<file path="config.mk">
export PLATFORM = sky130hd
export DESIGN_NAME = lrm_back
export DESIGN_NICKNAME = d
export VERILOG_FILES = /design/src/hw/rtl/lrm_pkg.sv /design/src/hw/rtl/lrm_back.sv
export SDC_FILE = /design/constraint.sdc
export NUM_CORES = 2
export LEC_CHECK = 0
export BUFFER_PORTS_ARGS = -buffer_cell sky130_fd_sc_hd__buf_2
export CAP_MARGIN = 20
export CORE_AREA = 5 5 293 295
export DETAILED_ROUTE_END_ITERATION = 10
export DIE_AREA = 0 0 298 300
export PLACE_DENSITY = 0.83
export SLEW_MARGIN = 20
export SYNTH_ARGS = -nofsm -noshare
export SYNTH_HDL_FRONTEND = slang
export SYNTH_SLANG_ARGS = --single-unit
export TNS_END_PERCENT = 20
</file>
<file path="constraint.sdc">
create_clock -name clk_i -period 72.1 [get_ports clk_i]
set_input_delay 18.025 -clock clk_i [delete_from_list [all_inputs] [get_ports clk_i]]
set_output_delay 18.025 -clock clk_i [all_outputs]
set_load 0.005 [all_outputs]
</file>
<file path="src/hw/rtl/lrm_pkg.sv">
// lrm_pkg: shared types and constants of the stereo linear resampler and mixer
// used by every rtl file of the block, depends on nothing
`timescale 1ns / 1ps

package lrm_pkg;

  // input item codes
  localparam logic FUNC_LOAD = 1'b0;
  localparam logic FUNC_MIX  = 1'b1;

  localparam int unsigned SAMPLE_W = 16;
  localparam int unsigned FRAC_W   = 16;

  // phase step after reset, (32000 << 16) / 44100
  localparam logic [FRAC_W-1:0] STEP_RESET = 16'd47554;

  localparam logic signed [SAMPLE_W-1:0] SAMPLE_MAX = 16'sh7fff;
  localparam logic signed [SAMPLE_W-1:0] SAMPLE_MIN = 16'sh8000;

  // job queue between front and back
  localparam int unsigned QDEPTH = 4;
  localparam int unsigned QAW    = 2;
  localparam int unsigned QCW    = 3;

  // one mix job: phase weight, both stored frames and the frame to mix into
  typedef struct packed {
    logic        [FRAC_W-1:0]   phase;
    logic signed [SAMPLE_W-1:0] a_left;
    logic signed [SAMPLE_W-1:0] a_right;
    logic signed [SAMPLE_W-1:0] b_left;
    logic signed [SAMPLE_W-1:0] b_right;
    logic signed [SAMPLE_W-1:0] mix_left;
    logic signed [SAMPLE_W-1:0] mix_right;
  } lrm_job_t;

  // job queue status seen by the front
  typedef struct packed {
    logic [QCW-1:0] count;
  } lrm_qstat_t;

endpackage

</file>
<file path="src/hw/rtl/lrm_back.sv">
// lrm_back: interpolation multiply stage, then sum, mix and saturate into the output register
// depends on lrm_pkg
`timescale 1ns / 1ps

module lrm_back (
  input  logic                               clk_i,
  input  logic                               rst_ni,
  input  logic                               job_valid_i,
  input  lrm_pkg::lrm_job_t                  job_i,
  output logic                               pop_o,
  output logic                               out_valid_o,
  input  logic                               out_ready_i,
  output logic signed [lrm_pkg::SAMPLE_W-1:0] out_left_o,
  output logic signed [lrm_pkg::SAMPLE_W-1:0] out_right_o
);
  import lrm_pkg::*;

  localparam int unsigned PA_W = 34;
  localparam int unsigned PB_W = 33;
  localparam int unsigned ACC_W = 35;

  logic                       b1_valid_q;
  logic signed [PA_W-1:0]     pa_l_q, pa_r_q, pa_l_d, pa_r_d;
  logic signed [PB_W-1:0]     pb_l_q, pb_r_q, pb_l_d, pb_r_d;
  logic signed [SAMPLE_W-1:0] b1_mix_l_q, b1_mix_r_q;
  logic                       out_valid_q;
  logic signed [SAMPLE_W-1:0] out_l_q, out_r_q, out_l_d, out_r_d;

  logic              out_adv, b1_adv;
  logic [FRAC_W:0]   w_early;
  logic signed [ACC_W-1:0] acc_l, acc_r;

  function automatic logic signed [SAMPLE_W-1:0] mix_sat(
    input logic signed [SAMPLE_W-1:0] a,
    input logic signed [SAMPLE_W-1:0] b
  );
    logic signed [SAMPLE_W:0] s;
    s = {a[SAMPLE_W-1], a} + {b[SAMPLE_W-1], b};
    if (s[SAMPLE_W] != s[SAMPLE_W-1]) begin
      mix_sat = s[SAMPLE_W] ? SAMPLE_MIN : SAMPLE_MAX;
    end else begin
      mix_sat = s[SAMPLE_W-1:0];
    end
  endfunction

  assign out_adv = !out_valid_q || out_ready_i;
  assign b1_adv  = !b1_valid_q || out_adv;
  assign pop_o   = job_valid_i && b1_adv;

  // weight of the earlier frame, 0x10000 - phase
  assign w_early = (FRAC_W+1)'(1 << FRAC_W) - {1'b0, job_i.phase};

  always_comb begin
    pa_l_d = PA_W'(job_i.a_left)  * PA_W'($signed({1'b0, w_early}));
    pa_r_d = PA_W'(job_i.a_right) * PA_W'($signed({1'b0, w_early}));
    pb_l_d = PB_W'(job_i.b_left)  * PB_W'($signed({1'b0, job_i.phase}));
    pb_r_d = PB_W'(job_i.b_right) * PB_W'($signed({1'b0, job_i.phase}));
  end

  // sum stays within 32 signed bits, floor shift keeps bits 31..16
  assign acc_l = ACC_W'(pa_l_q) + ACC_W'(pb_l_q);
  assign acc_r = ACC_W'(pa_r_q) + ACC_W'(pb_r_q);

  always_comb begin
    out_l_d = mix_sat(b1_mix_l_q, acc_l[FRAC_W+SAMPLE_W-1:FRAC_W]);
    out_r_d = mix_sat(b1_mix_r_q, acc_r[FRAC_W+SAMPLE_W-1:FRAC_W]);
  end

  always_ff @(posedge clk_i or negedge rst_ni) begin
    if (!rst_ni) begin
      b1_valid_q  <= 1'b0;
      out_valid_q <= 1'b0;
    end else begin
      if (b1_adv) begin
        b1_valid_q <= job_valid_i;
      end
      if (out_adv) begin
        out_valid_q <= b1_valid_q;
      end
    end
  end

  always_ff @(posedge clk_i) begin
    if (pop_o) begin
      pa_l_q     <= pa_l_d;
      pa_r_q     <= pa_r_d;
      pb_l_q     <= pb_l_d;
      pb_r_q     <= pb_r_d;
      b1_mix_l_q <= job_i.mix_left;
      b1_mix_r_q <= job_i.mix_right;
    end
    if (out_adv && b1_valid_q) begin
      out_l_q <= out_l_d;
      out_r_q <= out_r_d;
    end
  end

  assign out_valid_o = out_valid_q;
  assign out_left_o  = out_l_q;
  assign out_right_o = out_r_q;

endmodule

</file>
==> impl_results.md <==
- Critical path arrival: 18.61 ns
- Count of pins on the block boundary: 150
- Global placer's final weighted congestion: 0.9503
- Relative area change from synthesis to final layout: 5.373%
- Flop and latch count out of synthesis: 194
- Die boundary height: 300 um
- Depth of the worst hold-timing path: 2
- Flop-to-flop setup slack: 66.38 ns
- Net count reported at finish: 6315
- Most frequently used flop master after synthesis: edfxtp_1
- Aggregate routed wire length: 114200 um
- Worst endpoint required time: 54.08 ns
- Cell mode on critical path: buf_2
- Area enclosed by the die boundary: 0.08940 mm2
- Post-route minimum period: 36.64 ns
- Number of different library cells in the post-synthesis netlist: 77
- Cell accounting for the most synthesized area: fa_1
- HPWL after detailed placement: 87790 um
- Number of vias in the routed layout: 33750
- Average wire length per cell after detail routing: 19.21 um
- Cts bufs inserted: 17
- Highest attainable clock frequency: 0.02729 GHz
- Number of gates resized after CTS: 0
- Overall Global Routing Usage: 0.2596
- Buffers & Inverters on Critical Path: 2
- Commonest non-fill, non-tap cell in the layout: inv_1
- Number of setup violations in the final report: 0
- Number of filler instances in the final layout: 6756
- EDFF count, synth: 192
- Initial antenna violation count: 12
- Combined area of the multi-input logic cells: 0.03474 mm2
- Clock sink count: 194
- Transition time of the tightest slew-check pin: 1.201 ns
- Final global-route overflow total: 0
- CP Launch Type: primary input
- # rows: 106
- Synth Cell Area: 0.04506 mm2
- TritonRoute pass-1 iters: 6
- Post-CTS Hold Fix Bufs: 0
- Ratio of routed vias to standard cells: 5.679
- Start-to-end type of the worst setup path: in2out
- Highest net fanout along the worst path: 2
- Number of remaining DRC errors: 0
- Pin count of the biggest net entering global routing: 83
- Highest-delay cell along the critical path: nor2b_1
- Share of the clock period used by the worst path after layout: 0.5081
- Clock latency at the later pin of the worst-skew pair: 0.47 ns
- Number of pins with negative max-slew slack in the final report: 0
- Maximum level of the CTS H-tree: 4
- Horizontal die dimension: 298 um
- Root buffer selected by CTS: clkbuf_16
- Buffers inserted during post-CTS setup optimization: 0
- Delay-heaviest family, CP: buffers and inverters
- Largest buffer count on any clock path: 2
- Core area: 0.08289 mm2
- Stages on worst setup path: 4
- Setup slack of the critical path after layout: 35.46 ns
- Pre-CTS setup slack: 35.44 ns
- Vias in the first global route: 36640
- Final setup skew: 0.01269 ns
- Worst min-delay path category: reg2reg
- Ys Warns: 0
- Initial core utilization: 0.5436
- Number of cells traversed by the worst register-to-register path: 18
- Setup TNS: 0 ns
- Area of all sequential standard cells: 0.005816 mm2
- Area contributors post-synth: fa_1 36%, ha_1 15%, edfxtp_1 13%
- CP Capture Type: output pin
- Leading cell types in the layout, fill and taps excluded: 1036 x inv_1, 806 x fa_1, 612 x nand2_1
- Biggest cell delay along the critical path: 0.23 ns
- Starting DRT DRC Count: 2449
- Global-route wire length before repair: 185800 um
- Number of hold-slack violations in the final timing report: 0
- Max Cap Violations: 0
- Max_slew headroom: 0.1952
- Share of cells above drive strength 1: 0.05275
- Worst path cell trace: buf_2 > nor2b_1 > a21boi_4 > buf_2
- Clock tree from TritonCTS: yes
- Mean area per synthesized cell: 9.323 um2
- Fraction of registers with async set or reset after synthesis: 0.01031
- Final ANT Viol Nets: 0
- Seq/Total Area, Yosys: 0.1291
- Area share of the largest cell type after synthesis: 0.3581
- Clock-pin slew of the registers on the worst-case setup and hold paths: 0.08 ns
- Synthesized netlist cell count: 4833
- Port-buffer cells: 149
- Setup repair after global routing missed its margin: no
- Status: finished, final reports clean
- Number of nets produced by synthesis: 6308
## Yosys cell counts (all sizes together), types with 16 or more instances
library cell	n
nand2	612
and3	17
nor3	25
and2	463
nor2b	20
xor2	60
inv	1037
ha	553
clkbuf	188
nor2	121
a21oi	161
fa	806
xnor2	129
a211oi	16
edfxtp	192
a21o	62
o21ai	89
nand2b	44
o21a	26
o21bai	28
nand3	27
## state kept, by name, summed over array words and instances, names as in the netlist
| name | cells |
|---|---|
| out_right_o | 16 |
| b1_mix_l_q | 16 |
| pa_r_q | 32 |
| b1_valid_q | 1 |
| out_left_o | 16 |
| b1_mix_r_q | 16 |
| pb_l_q | 32 |
| out_valid_o | 1 |
| pa_l_q | 32 |
| pb_r_q | 32 |
## worst reg2reg max path, stage by stage (launching register included)
cell and delay, ns:
edfxtp_1 0.44, ha_1 0.39, a211oi_1 0.33, nand2_1 0.12
o221a_2 0.29, and2_1 0.17, o21ai_1 0.22, inv_2 0.09
a221o_1 0.36, a21o_1 0.19, xor2_1 0.34, ha_1 0.36
a21oi_1 0.33, nor2_1 0.10, a221oi_1 0.39, a21boi_1 0.12
o41a_1 0.41, nor2_1 0.53, o21ai_1 0.24
## cells by family after synthesis
kind of cell | share of synthesized area
AO/OA/AOI/OAI | 0.06703
flip-flops | 0.1291
XOR/XNOR | 0.03674
adder cells (fa/ha/maj) | 0.5126
buffers and inverters | 0.1027
AND/OR/NAND/NOR | 0.1519
## path summary, 6_finish.rpt
check / from / end
min in group asynchronous: rst_ni / b1_valid_q
worst min register to register: out_valid_o / out_valid_o
worst min-delay path: out_valid_o / out_valid_o
worst max-delay path: out_ready_i / pop_o
max in group asynchronous: rst_ni / out_valid_o
worst max register to register: pa_l_q[13] / out_left_o[10]
## metrics by stage
step	hold slack [ns]	cell area, um2	utilization	std cells
floorplan	0.4665	45060	-	4833
global placement	0.5102	46800	0.5646	5901
detailed placement	0.5146	46800	0.5646	5901
CTS	0.5363	47460	0.5725	5933
global route	0.5711	47470	0.5727	5939
finish	0.5439	47480	0.5728	5942
## routing by layer
| metal | track usage | wire (um) |
|---|---|---|
| met1 | 0.3251 | 43660 |
| met2 | 0.4392 | 54680 |
| met3 | 0.04795 | 9904 |
| met4 | 0.1220 | 5903 |
| met5 | 0 | 11 |
## final cells by class
type                            instances  area share
Antenna cell                            9   0.0004743
Clock buffer                           17    0.008960
Clock inverter                         15    0.004902
Inverter                             1037     0.08198
Multi-Input combinational cell       3407      0.7317
Sequential cell                       194      0.1225
Tap cell                             1080     0.02846
Timing Repair Buffer                  183     0.02108
Power is not shown: default switching activity piles up to over one toggle a cycle in this logic, so the estimate is an artifact.
