[src/hw/rtl/lrm_pkg.sv]
// lrm_pkg: shared types and constants of the stereo linear resampler and mixer
// used by every rtl file of the block, depends on nothing
`timescale 1ns / 1ps

package lrm_pkg;

  // input item codes
  localparam logic FUNC_LOAD = 1'b0;
  localparam logic FUNC_MIX  = 1'b1;

  localparam int unsigned SAMPLE_W = 16;
  localparam int unsigned FRAC_W   = 16;

  // phase step after reset, (32000 << 16) / 44100
  localparam logic [FRAC_W-1:0] STEP_RESET = 16'd47554;

  localparam logic signed [SAMPLE_W-1:0] SAMPLE_MAX = 16'sh7fff;
  localparam logic signed [SAMPLE_W-1:0] SAMPLE_MIN = 16'sh8000;

  // job queue between front and back
  localparam int unsigned QDEPTH = 4;
  localparam int unsigned QAW    = 2;
  localparam int unsigned QCW    = 3;

  // one mix job: phase weight, both stored frames and the frame to mix into
  typedef struct packed {
    logic        [FRAC_W-1:0]   phase;
    logic signed [SAMPLE_W-1:0] a_left;
    logic signed [SAMPLE_W-1:0] a_right;
    logic signed [SAMPLE_W-1:0] b_left;
    logic signed [SAMPLE_W-1:0] b_right;
    logic signed [SAMPLE_W-1:0] mix_left;
    logic signed [SAMPLE_W-1:0] mix_right;
  } lrm_job_t;

  // job queue status seen by the front
  typedef struct packed {
    logic [QCW-1:0] count;
  } lrm_qstat_t;

endpackage

[src/hw/rtl/lrm_queue.sv]
// lrm_queue: short job queue between front and back
// depends on lrm_pkg
`timescale 1ns / 1ps

module lrm_queue (
  input  logic                clk_i,
  input  logic                rst_ni,
  input  logic                push_i,
  input  lrm_pkg::lrm_job_t   job_i,
  input  logic                pop_i,
  output logic                valid_o,
  output lrm_pkg::lrm_job_t   job_o,
  output lrm_pkg::lrm_qstat_t qstat_o
);
  import lrm_pkg::*;

  lrm_job_t       slot_q [QDEPTH];
  logic [QAW-1:0] wr_ptr_q, rd_ptr_q;
  logic [QCW-1:0] count_q, count_d;
  logic           do_pop;

  // the front only pushes when it holds a credit, so no full check here
  assign valid_o = (count_q != '0);
  assign do_pop  = pop_i && valid_o;
  assign job_o   = slot_q[rd_ptr_q];
  assign qstat_o.count = count_q;

  always_comb begin
    count_d = count_q;
    if (push_i && !do_pop) begin
      count_d = count_q + QCW'(1);
    end else if (!push_i && do_pop) begin
      count_d = count_q - QCW'(1);
    end
  end

  always_ff @(posedge clk_i or negedge rst_ni) begin
    if (!rst_ni) begin
      wr_ptr_q <= '0;
      rd_ptr_q <= '0;
      count_q  <= '0;
    end else begin
      if (push_i) begin
        wr_ptr_q <= wr_ptr_q + QAW'(1);
      end
      if (do_pop) begin
        rd_ptr_q <= rd_ptr_q + QAW'(1);
      end
      count_q <= count_d;
    end
  end

  always_ff @(posedge clk_i) begin
    if (push_i) begin
      slot_q[wr_ptr_q] <= job_i;
    end
  end

endmodule

[config.mk]
export PLATFORM = sky130hd
export DESIGN_NAME = lrm_queue
export DESIGN_NICKNAME = d
export VERILOG_FILES = /design/src/hw/rtl/lrm_pkg.sv /design/src/hw/rtl/lrm_queue.sv
export SDC_FILE = /design/constraint.sdc
export NUM_CORES = 1
export LEC_CHECK = 0
export ABC_AREA = 1
export ABC_CLOCK_PERIOD_IN_PS = 8700
export CAP_MARGIN = 20
export CORE_UTILIZATION = 68
export DETAILED_ROUTE_END_ITERATION = 10
export DONT_BUFFER_PORTS = 1
export GPL_TIMING_DRIVEN = 0
export PLACE_DENSITY = 0.85
export SYNTH_ARGS = -nofsm -noshare
export SYNTH_HDL_FRONTEND = slang
export SYNTH_SLANG_ARGS = --single-unit
[constraint.sdc]
create_clock -name clk_i -period 8.7 [get_ports clk_i]
set_input_delay 0.435 -clock clk_i [delete_from_list [all_inputs] [get_ports clk_i]]
set_output_delay 0.435 -clock clk_i [all_outputs]
set_load 0.02 [all_outputs]
==> results of run 1 <==
==> Yosys cell counts <==
cell type  number
inv_1         235
edfxtp_1      448
o21ai_0         1
nand3_1         3
inv_4           1
nand4_1         1
xnor2_1         1
clkbuf_1        9
buf_4          13
nor2_1          1
buf_2          17
nand2_1       356
ha_1            5
fa_1            1
buf_6          36
inv_2           1
o211ai_1      224
xor2_1          1
dfrtp_1         7
==> how the worst max path moves through the flow <==
stage / endpoint / start / cells after the start
after floorplan: slot_q[0][0] / push_i / 3
after global placement: slot_q[0][33] / push_i / 3
after detailed placement: qstat_o[2] / qstat_o[0] / 10
after CTS: job_o[90] / rd_ptr_q[1] / 5
after global routing: job_o[90] / rd_ptr_q[1] / 5
final: job_o[14] / rd_ptr_q[1] / 5
==> worst max-delay path: stages (launching register included) <==
cell and delay (ns):
dfrtp_1 0.37, buf_2 0.17, inv_2 0.11, clkbuf_1 0.44, o211ai_1 0.21, nand2_1 0.26
==> kinds of logic after synthesis <==
| family | after synthesis | share of synthesized area, % |
|---|---|---|
| and+or+nand+nor | 361 | 7.44 |
| xor gates and xnor gates | 2 | 0.0958 |
| AOI/OAI and AO/OA | 225 | 9.22 |
| buffers and inverters | 312 | 8.28 |
| adders and majority gates | 6 | 0.452 |
| DFF | 455 | 74.5 |
==> through the flow <==
stage	worst slack (ns)	hold WS, ns	power, mW	util, %	std cells
final	6.16	0.0590	7.51	81.4	1897
after global routing	6.09	0.0843	7.82	81.4	1897
after CTS	6.15	0.0391	7.48	81.3	1889
after detailed placement	6.58	0.140	5.64	71.9	1700
after global placement	3.69	0.140	5.60	71.4	1696
after floorplan	5.34	0.139	4.97	-	1361
==> sequential cells by signal, summed over array words and instances, names as in the netlist <==
register,flops
slot_q,448
qstat_o,3
rd_ptr_q,2
wr_ptr_q,2
==> report_power, final <==
group          switching [mW]  internal [mW]
Sequential              0.119           2.87
Clock                   0.772           1.03
Combinational            2.03          0.698
Total                    2.92           4.59
==> placed cells by master, fill, tap and decap left out, types with 10 or more instances in the layout <==
master	netlist	layout
buf_2	17	17
buf_4	13	13
buf_6	36	36
clkbuf_1	9	19
clkbuf_16	0	45
clkinv_1	0	10
dlygate4sd3_1	0	113
edfxtp_1	448	448
inv_1	235	231
nand2_1	356	356
o211ai_1	224	224
==> cell type report <==
class / count / area (um2) / area share (%)
well taps: 335 / 419 / 1.97
inverters: 237 / 912 / 4.28
clock inverters: 21 / 170 / 0.798
diodes: 8 / 20.0 / 0.0939
flip-flops and latches: 455 / 13600 / 63.9
multi-input cells: 594 / 3150 / 14.8
clock buffers: 55 / 1160 / 5.46
repair buffers: 117 / 1240 / 5.82
plain buffers: 75 / 622 / 2.92
==> what timing repair did <==
action | in CTS | in global routing
endpoints found under the setup margin | 0 | 0
hold buffers | 113 | 0
endpoints found under the hold margin | 455 | 0
==> metal layers <==
layer	vias up	part of all wire (%)	GRT usage (%)
met5	-	0	0
met4	0	3.3	12.6
met3	116	9.0	6.86
met2	597	51	52.7
met1	5443	36	38.0
li1	5082	-	-
==> results.toml, run 1 <==
[cells_and_area]
area_growth_pct = 16.6
layout-drive-gt1-share_pct = 8.49
fillers = 1267
fin_nets = 1645
stdcell_area_um2 = 21300

[clock_tree]
cts_setup_buffers = 0
cts_buffers = 43
cts_max_path_buffers = 3
cts_resized = 0
clk_latency_ns = 0.54
clock-sinks = 455
clock-root-buffer = "clkbuf_16"
cts_tree = "built"
htreeDepth = 2
clkTransAtPathRegs_ns = 0.06

[pwr]
p_leak_nw = 8.31
power_density_nw_per_um2 = 352
irDropWorstVdd_mv = 0.342

[die]
ioPinCount = 232
die_h_um = 166
fp.dieArea_um2 = 27600
num_rows = 59
start_util_pct = 69.8
die_w_um = 166
core-area_um2 = 26200

[worst_hold_path]
min-delay-start = "pop_i"
whs_path_depth = 2
hold_path_class = "input port to register"
min_to = "rd_ptr_q[0]"

[sta]
min_period_ns = 2.54
clock_skew_ns = 0.0101
rsz0062_at_grt = "no"
worst-slew-pin-transition_ns = 0.576
drv_slew = 0
hold_viol_final = 0
timing.setup.tns_ns = 0
fmax_mhz = 394
max_slew_margin_pct = 61.6
setup_viol = 0
min_period_over_period_pct = 29.2

[synthesis]
synth_area_leaders = "edfxtp_1 (74%), o211ai_1 (9.2%), nand2_1 (7.3%)"
synth_warnings = 0
synth_area_um2 = 18300
yosysSeqAreaShare_pct = 74.5
synth.top_cell.area_share_pct = 73.6
synth_nets = 1483
synth_seq_cells = 455
ys_types = 19
syn_avg_cell_area_um2 = 13.4
yosysTopAreaCell = "edfxtp_1"
synth_cells = 1361

[setup_path]
arrival_ns = 2.10
r2r-start = "qstat_o[0]"
endpoint_kind = "primary output"
required_ns = 8.27
ff2ff_setup_slack_ns = 6.49
reg2reg_depth = 11
crit_fanout = 10
cp-start-kind = "register"
reg2reg_to = "qstat_o[2]"
critical_path_class = "register to primary output"

[route]
drtPass1Iterations = 8
post-route-drc-count = 13
drt-initial-drc-count = 1192
ant_nets = 0
via_count = 11200
routed_wl_um = 41800
wl_per_cell_um = 22.0
via_per_inst = 5.92

[place]
port_buffers = 0
gp_congestion = 0.790
placed_cell_area_um2 = 18800
dp_hpwl_um = 22600

[global_routing]
grt_overflow = 0
grt_max_degree = 71
grt_antenna_before_repair = 8
grt_first_pass_wirelength_um = 64000
grt_pass1_vias = 11700
grt_usage_pct = 30.7

[run]
maxCapViolations = 0

[outcome]
status = "complete, but fails checks"
violations = "DRC"
Power figures use the tool's default switching activity.
==> inputs of run 2 (changes only) <==
ABC_AREA = 0   (was 1)
ABC_CLOCK_PERIOD_IN_PS = 2450   (was 8700)
CORE_UTILIZATION = 63   (was 68)
PLACE_DENSITY = 0.8   (was 0.85)
clock period = 2.45 ns   (was 8.7 ns; I/O delays follow)
==> run 2 against run 1 <==
Compared with the run above: the flow now finishes without violations; largest power group unchanged; sequential share of layout area rose by 5.6 points; wire length fell by 23%; non-clock buffer count fell by 44; cell count fell by 39%; combinational power rose to 2.6 times the previous value.
==> results.toml, run 2 <==
[outcome]
status = "finished clean"

[synthesis]
synth_seq_cells = 455
synth_area_leaders = "edfxtp_1 (81%), mux4_2 (15%), dfrtp_1 (1.1%)"
synth_warnings = 0
synth-edff-count = 448
synth_common_cells = "edfxtp_1 (448), mux4_2 (112), buf_2 (13)"
yosysTopAreaCell = "edfxtp_1"
yosysMostFrequentCell = "edfxtp_1"
syn_avg_cell_area_um2 = 26.7
synth_cells = 619
synth.top_cell.area_share_pct = 81.3
synthArstFlopShare_pct = 1.54
synth_ff_type = "edfxtp_1"
synth_nets = 741
yosysSeqAreaShare_pct = 82.4
synth_area_um2 = 16500
ys_types = 19

[sta]
fmax_mhz = 417
setup_viol = 0
clock_skew_ns = 0.0111
hold_viol_final = 0
max_slew_margin_pct = 40.4
min_period_ns = 2.40
worst-slew-pin-transition_ns = 0.894
min_period_over_period_pct = 97.9
drv_slew = 0
rsz0062_at_grt = "no"

[place]
gp_congestion = 0.762
dp_hpwl_um = 17700
placed_cell_area_um2 = 17100
port_buffers = 0

[pwr]
p_leak_nw = 6.33
power_mw = 24.0
irDropWorstVdd_mv = 1.15
power_density_nw_per_um2 = 1220

[clock_tree]
clk_latency_ns = 0.52
clkTransAtPathRegs_ns = 0.06
htreeDepth = 2
cts_tree = "built"
clock-sinks = 455
cts_buffers = 43
cts_max_path_buffers = 3
clock-root-buffer = "clkbuf_16"

[global_routing]
grt_overflow = 0
grt_usage_pct = 24.3
grt_max_degree = 60
grt_first_pass_wirelength_um = 46600
grt_antenna_before_repair = 1
grt_pass1_vias = 7680

[cells_and_area]
fillers = 1234
largest_register = "slot_q"
area_growth_pct = 18.6
layout-drive-gt1-share_pct = 24.6
layout_common_cells = "edfxtp_1 (448), dlygate4sd3_1 (116), mux4_2 (112), clkbuf_16 (45)"
fin_nets = 908
stdcell_area_um2 = 19600
largest_reg_flops = 448
mostFrequentLayoutCell = "edfxtp_1"

[setup_path]
crit_top_cell = "xor2_1"
ff2ff_setup_slack_ns = 0.05
arrival_ns = 2.84
critPathTopFamily = "simple AND/OR/NAND/NOR gates"
crit_slowest_cell = "dfrtp_2"
reg2reg_depth = 8
endpoint_kind = "register"
r2r-start = "qstat_o[0]"
path_buf_inv = 1
cp.depth = 8
cp-start-kind = "register"
crit_chain = "or3_4 > nand2_1 > ha_1 > inv_1 > fa_1 > xor2_1 > nor2_1 > xor2_1"
slowest_delay_ns = 0.49
crit_fanout = 4
reg2reg_to = "qstat_o[2]"
required_ns = 2.89
crit_start = "qstat_o[0]"
critical_path_class = "register to register"

[route]
wl_per_cell_um = 28.0
routed_wl_um = 32100
via_count = 7133
drtPass1Iterations = 5
post-route-drc-count = 0
ant_nets = 0
via_per_inst = 6.21
drt-initial-drc-count = 632

[die]
start_util_pct = 64.9
num_rows = 58
die_h_um = 164
die_w_um = 164
core-area_um2 = 25500
fp.dieArea_um2 = 26900
ioPinCount = 232

[worst_hold_path]
min-delay-start = "push_i"
min_to = "slot_q[2][19]"
hold_path_class = "input port to register"
whs_path_depth = 1

[run]
maxCapViolations = 0
-- run 2: cell types whose count changed in the layout (fill, tap and decap cells not counted), moves of 4 or more --
cell | previous run | this run
diode_2 | 8 | 1
and2_4 | 0 | 4
clkbuf_1 | 19 | 14
inv_1 | 231 | 3
buf_2 | 17 | 12
inv_6 | 4 | 0
mux4_2 | 0 | 112
clkinv_1 | 10 | 14
buf_4 | 13 | 1
o211ai_1 | 224 | 0
nand2_1 | 356 | 2
buf_6 | 36 | 8
-- run 2: final cells by class --
cell class | count | area, um2 | share of cell area [%]
diodes | 1 | 2.50 | 0.0128
clock buffers | 55 | 1160 | 5.93
inverters | 3 | 11.3 | 0.0574
plain buffers | 26 | 180 | 0.918
multi-input cells | 135 | 2740 | 13.9
repair buffers | 122 | 1310 | 6.68
well taps | 330 | 413 | 2.10
clock inverters | 22 | 170 | 0.867
flip-flops and latches | 455 | 13600 | 69.5
-- run 2: kinds of logic (layout without fill, tap and decap cells) --
group                    count (synthesis)  after routing  synth area share [%]
flip-flops                             455            455                  82.4
XOR/XNOR                                 6              6                 0.318
other                                    0              1                     0
adder cells (fa/ha/maj)                  6              6                 0.499
buffers and inverters                   29            228                  1.14
AND/OR/NAND/NOR                          9              9                 0.287
AO/OA/AOI/OAI                            1              1                0.0302
multiplexers                           113            113                  15.3
-- run 2: worst max path at each step --
stage                    end  slack [ns]
2_1_floorplan   slot_q[2][0]       0.008
3_3_place_gp   slot_q[0][63]       -0.87
3_5_place_dp      qstat_o[2]        0.08
4_1_cts           qstat_o[2]        0.01
5_1_grt           qstat_o[2]       0.006
6_report          qstat_o[2]        0.05
-- run 2: through the flow --
stage	utilization, %	instances	TNS, ns	setup WS (ns)	hold slack (ns)
2_1_floorplan	-	619	0	0.00832	-0.173
3_3_place_gp	66.6	949	-368.52	-0.867	-0.173
3_5_place_dp	67.2	955	0	0.0812	-0.173
4_1_cts	77.0	1148	0	0.0117	0.114
5_1_grt	77.0	1149	0	0.00616	0.110
6_report	77.0	1149	0	0.0502	0.100
-- run 2: repair_timing --
item	in CTS	in global routing
gates resized for setup	3	1
hold endpoints to repair	460	0
endpoints found under the setup margin	1	23
hold buffers	116	0
setup buffers	0	0
-- run 2: report_power, final --
part | total, mW | internal, mW | switching [mW]
clock network | 6.26 | 3.65 | 2.60
registers | 10.6 | 10.2 | 0.442
logic | 7.12 | 2.58 | 4.54
total | 24.0 | 16.4 | 7.58
-- run 2: metal layers --
layer / vias to the layer above / GRT usage, % / part of all wire, % / wire [um]
li1: 3012 / - / - / -
met1: 3745 / 30.5 / 36 / 11600
met2: 333 / 41.4 / 52 / 16800
met3: 43 / 7.35 / 9.5 / 3040
met4: 0 / 6.65 / 1.9 / 599
met5: - / 0 / 0 / 0
==> inputs of run 3 (changes only) <==
CTS_BUF_LIST = sky130_fd_sc_hd__clkbuf_16   (was default)
==> run 3 against run 2 <==
Compared with the run above: maximum frequency increased by 0.65%; first-iteration DRC count increased by 8.4%; setup slack improved by 0.015 ns; clock power decreased by 0.8%; utilization unchanged; clock-buffer cell count decreased by 10; critical path depth unchanged; global-route usage about the same.
==> results.toml, run 3 (synthesized netlist as in run 2, its figures left out) <==
[outcome]
status = "finished clean"

[setup_path]
critPathTopFamily = "simple AND/OR/NAND/NOR gates"
crit_slowest_cell = "dfrtp_2"
crit_top_cell = "xor2_1"
required_ns = 2.89
critical_path_class = "register to register"
crit_fanout = 4
r2r-start = "qstat_o[0]"
endpoint_kind = "register"
cp-start-kind = "register"
crit_start = "qstat_o[0]"
arrival_ns = 2.82
crit_chain = "or3_4 > nand2_1 > ha_1 > inv_1 > fa_1 > xor2_1 > nor2_1 > xor2_1"
path_buf_inv = 1
slowest_delay_ns = 0.49

[pwr]
p_leak_nw = 6.37
irDropWorstVdd_mv = 1.15
power_mw = 24.0
power_density_nw_per_um2 = 1220

[route]
drt-initial-drc-count = 685
ant_nets = 0
routed_wl_um = 32100
wl_per_cell_um = 27.9
via_per_inst = 6.23
via_count = 7153
post-route-drc-count = 0
drtPass1Iterations = 6

[cells_and_area]
fin_nets = 908
layout-drive-gt1-share_pct = 24.6
area_growth_pct = 18.6
largest_register = "slot_q"
largest_reg_flops = 448
mostFrequentLayoutCell = "edfxtp_1"
stdcell_area_um2 = 19600
layout_common_cells = "edfxtp_1 (448), dlygate4sd3_1 (116), mux4_2 (112), clkbuf_16 (45), clkinv_1 (14)"

[global_routing]
grt_antenna_before_repair = 1
grt_usage_pct = 24.2
grt_pass1_vias = 7671
grt_overflow = 0
grt_first_pass_wirelength_um = 46500
grt_max_degree = 60

[clock_tree]
htreeDepth = 2
clkTransAtPathRegs_ns = 0.06
cts_buffers = 43
cts_max_path_buffers = 3
clk_latency_ns = 0.52
clock-sinks = 455
cts_tree = "built"
clock-root-buffer = "clkbuf_16"

[die]
die_w_um = 164
ioPinCount = 232
fp.dieArea_um2 = 26900
num_rows = 58
die_h_um = 164
start_util_pct = 64.9
core-area_um2 = 25500

[sta]
worst-slew-pin-transition_ns = 0.891
setup_viol = 0
clock_skew_ns = 0.00779
min_period_ns = 2.38
fmax_mhz = 419
drv_slew = 0
max_slew_margin_pct = 40.6
layout_setup_ws_ns = 0.0657
hold_viol_final = 0
timing.setup.tns_ns = 0
min_period_over_period_pct = 97.3
rsz0062_at_grt = "no"

[place]
gp_congestion = 0.762
place_ws_ns = 0.0812
dp_hpwl_um = 17700
port_buffers = 0
placed_cell_area_um2 = 17100

[worst_hold_path]
hold_path_class = "input port to register"
min-delay-start = "push_i"

[run]
maxCapViolations = 0
run 3: cell count changes in the layout (fill, tap and decap cells not counted):
cell	previous run	this run
inv_1	3	13
clkbuf_1	14	4
run 3: stage by stage:
stage / instances / util, % / hold WS, ns
floorplan: 619 / - / -0.173
global placement: 949 / 66.6 / -0.173
detailed placement: 955 / 67.2 / -0.173
CTS: 1148 / 77.0 / 0.114
global route: 1149 / 77.0 / 0.110
finish: 1149 / 77.0 / 0.104
run 3: path summary, 6_finish.rpt:
| check | end | slack [ns] | cells past startpoint |
|---|---|---|---|
| worst min-delay path | slot_q[2][19] | 0.10 | 1 |
| worst max-delay path | qstat_o[2] | 0.07 | 8 |
| min in group asynchronous | wr_ptr_q[1] | 0.50 | 2 |
| max in group asynchronous | qstat_o[1] | 1.66 | 2 |
| worst max register to register | qstat_o[2] | 0.07 | 8 |
| worst min register to register | wr_ptr_q[0] | 0.54 | 1 |
run 3: final cells by class:
class	instances	area [um2]
flip-flops and latches	455	13600
plain buffers	26	180
clock buffers	45	1130
repair buffers	122	1310
multi-input cells	135	2740
diodes	1	2.50
inverters	3	11.3
fillers	1234	5850
clock inverters	32	208
well taps	330	413
run 3: timing repair:
action | CTS | global route
setup buffers | 0 | 0
gates cloned | 0 | 0
resized for setup | 3 | 1
endpoints found under the hold margin | 460 | 0
setup endpoints to repair | 1 | 17
hold buffers | 116 | 0
run 3: power by group:
group	leakage, nW	switching, mW	internal [mW]
sequential	4.19	0.437	10.2
combinational	1.48	4.54	2.58
clock	0.688	2.60	3.61
total	6.37	7.58	16.4
run 3: metal layers:
metal	up-vias	track usage (%)	routed length [um]
met4	0	6.73	603
met1	3752	30.7	11800
met3	44	7.30	3020
li1	3011	-	-
met5	-	0	0
met2	346	41.2	16700
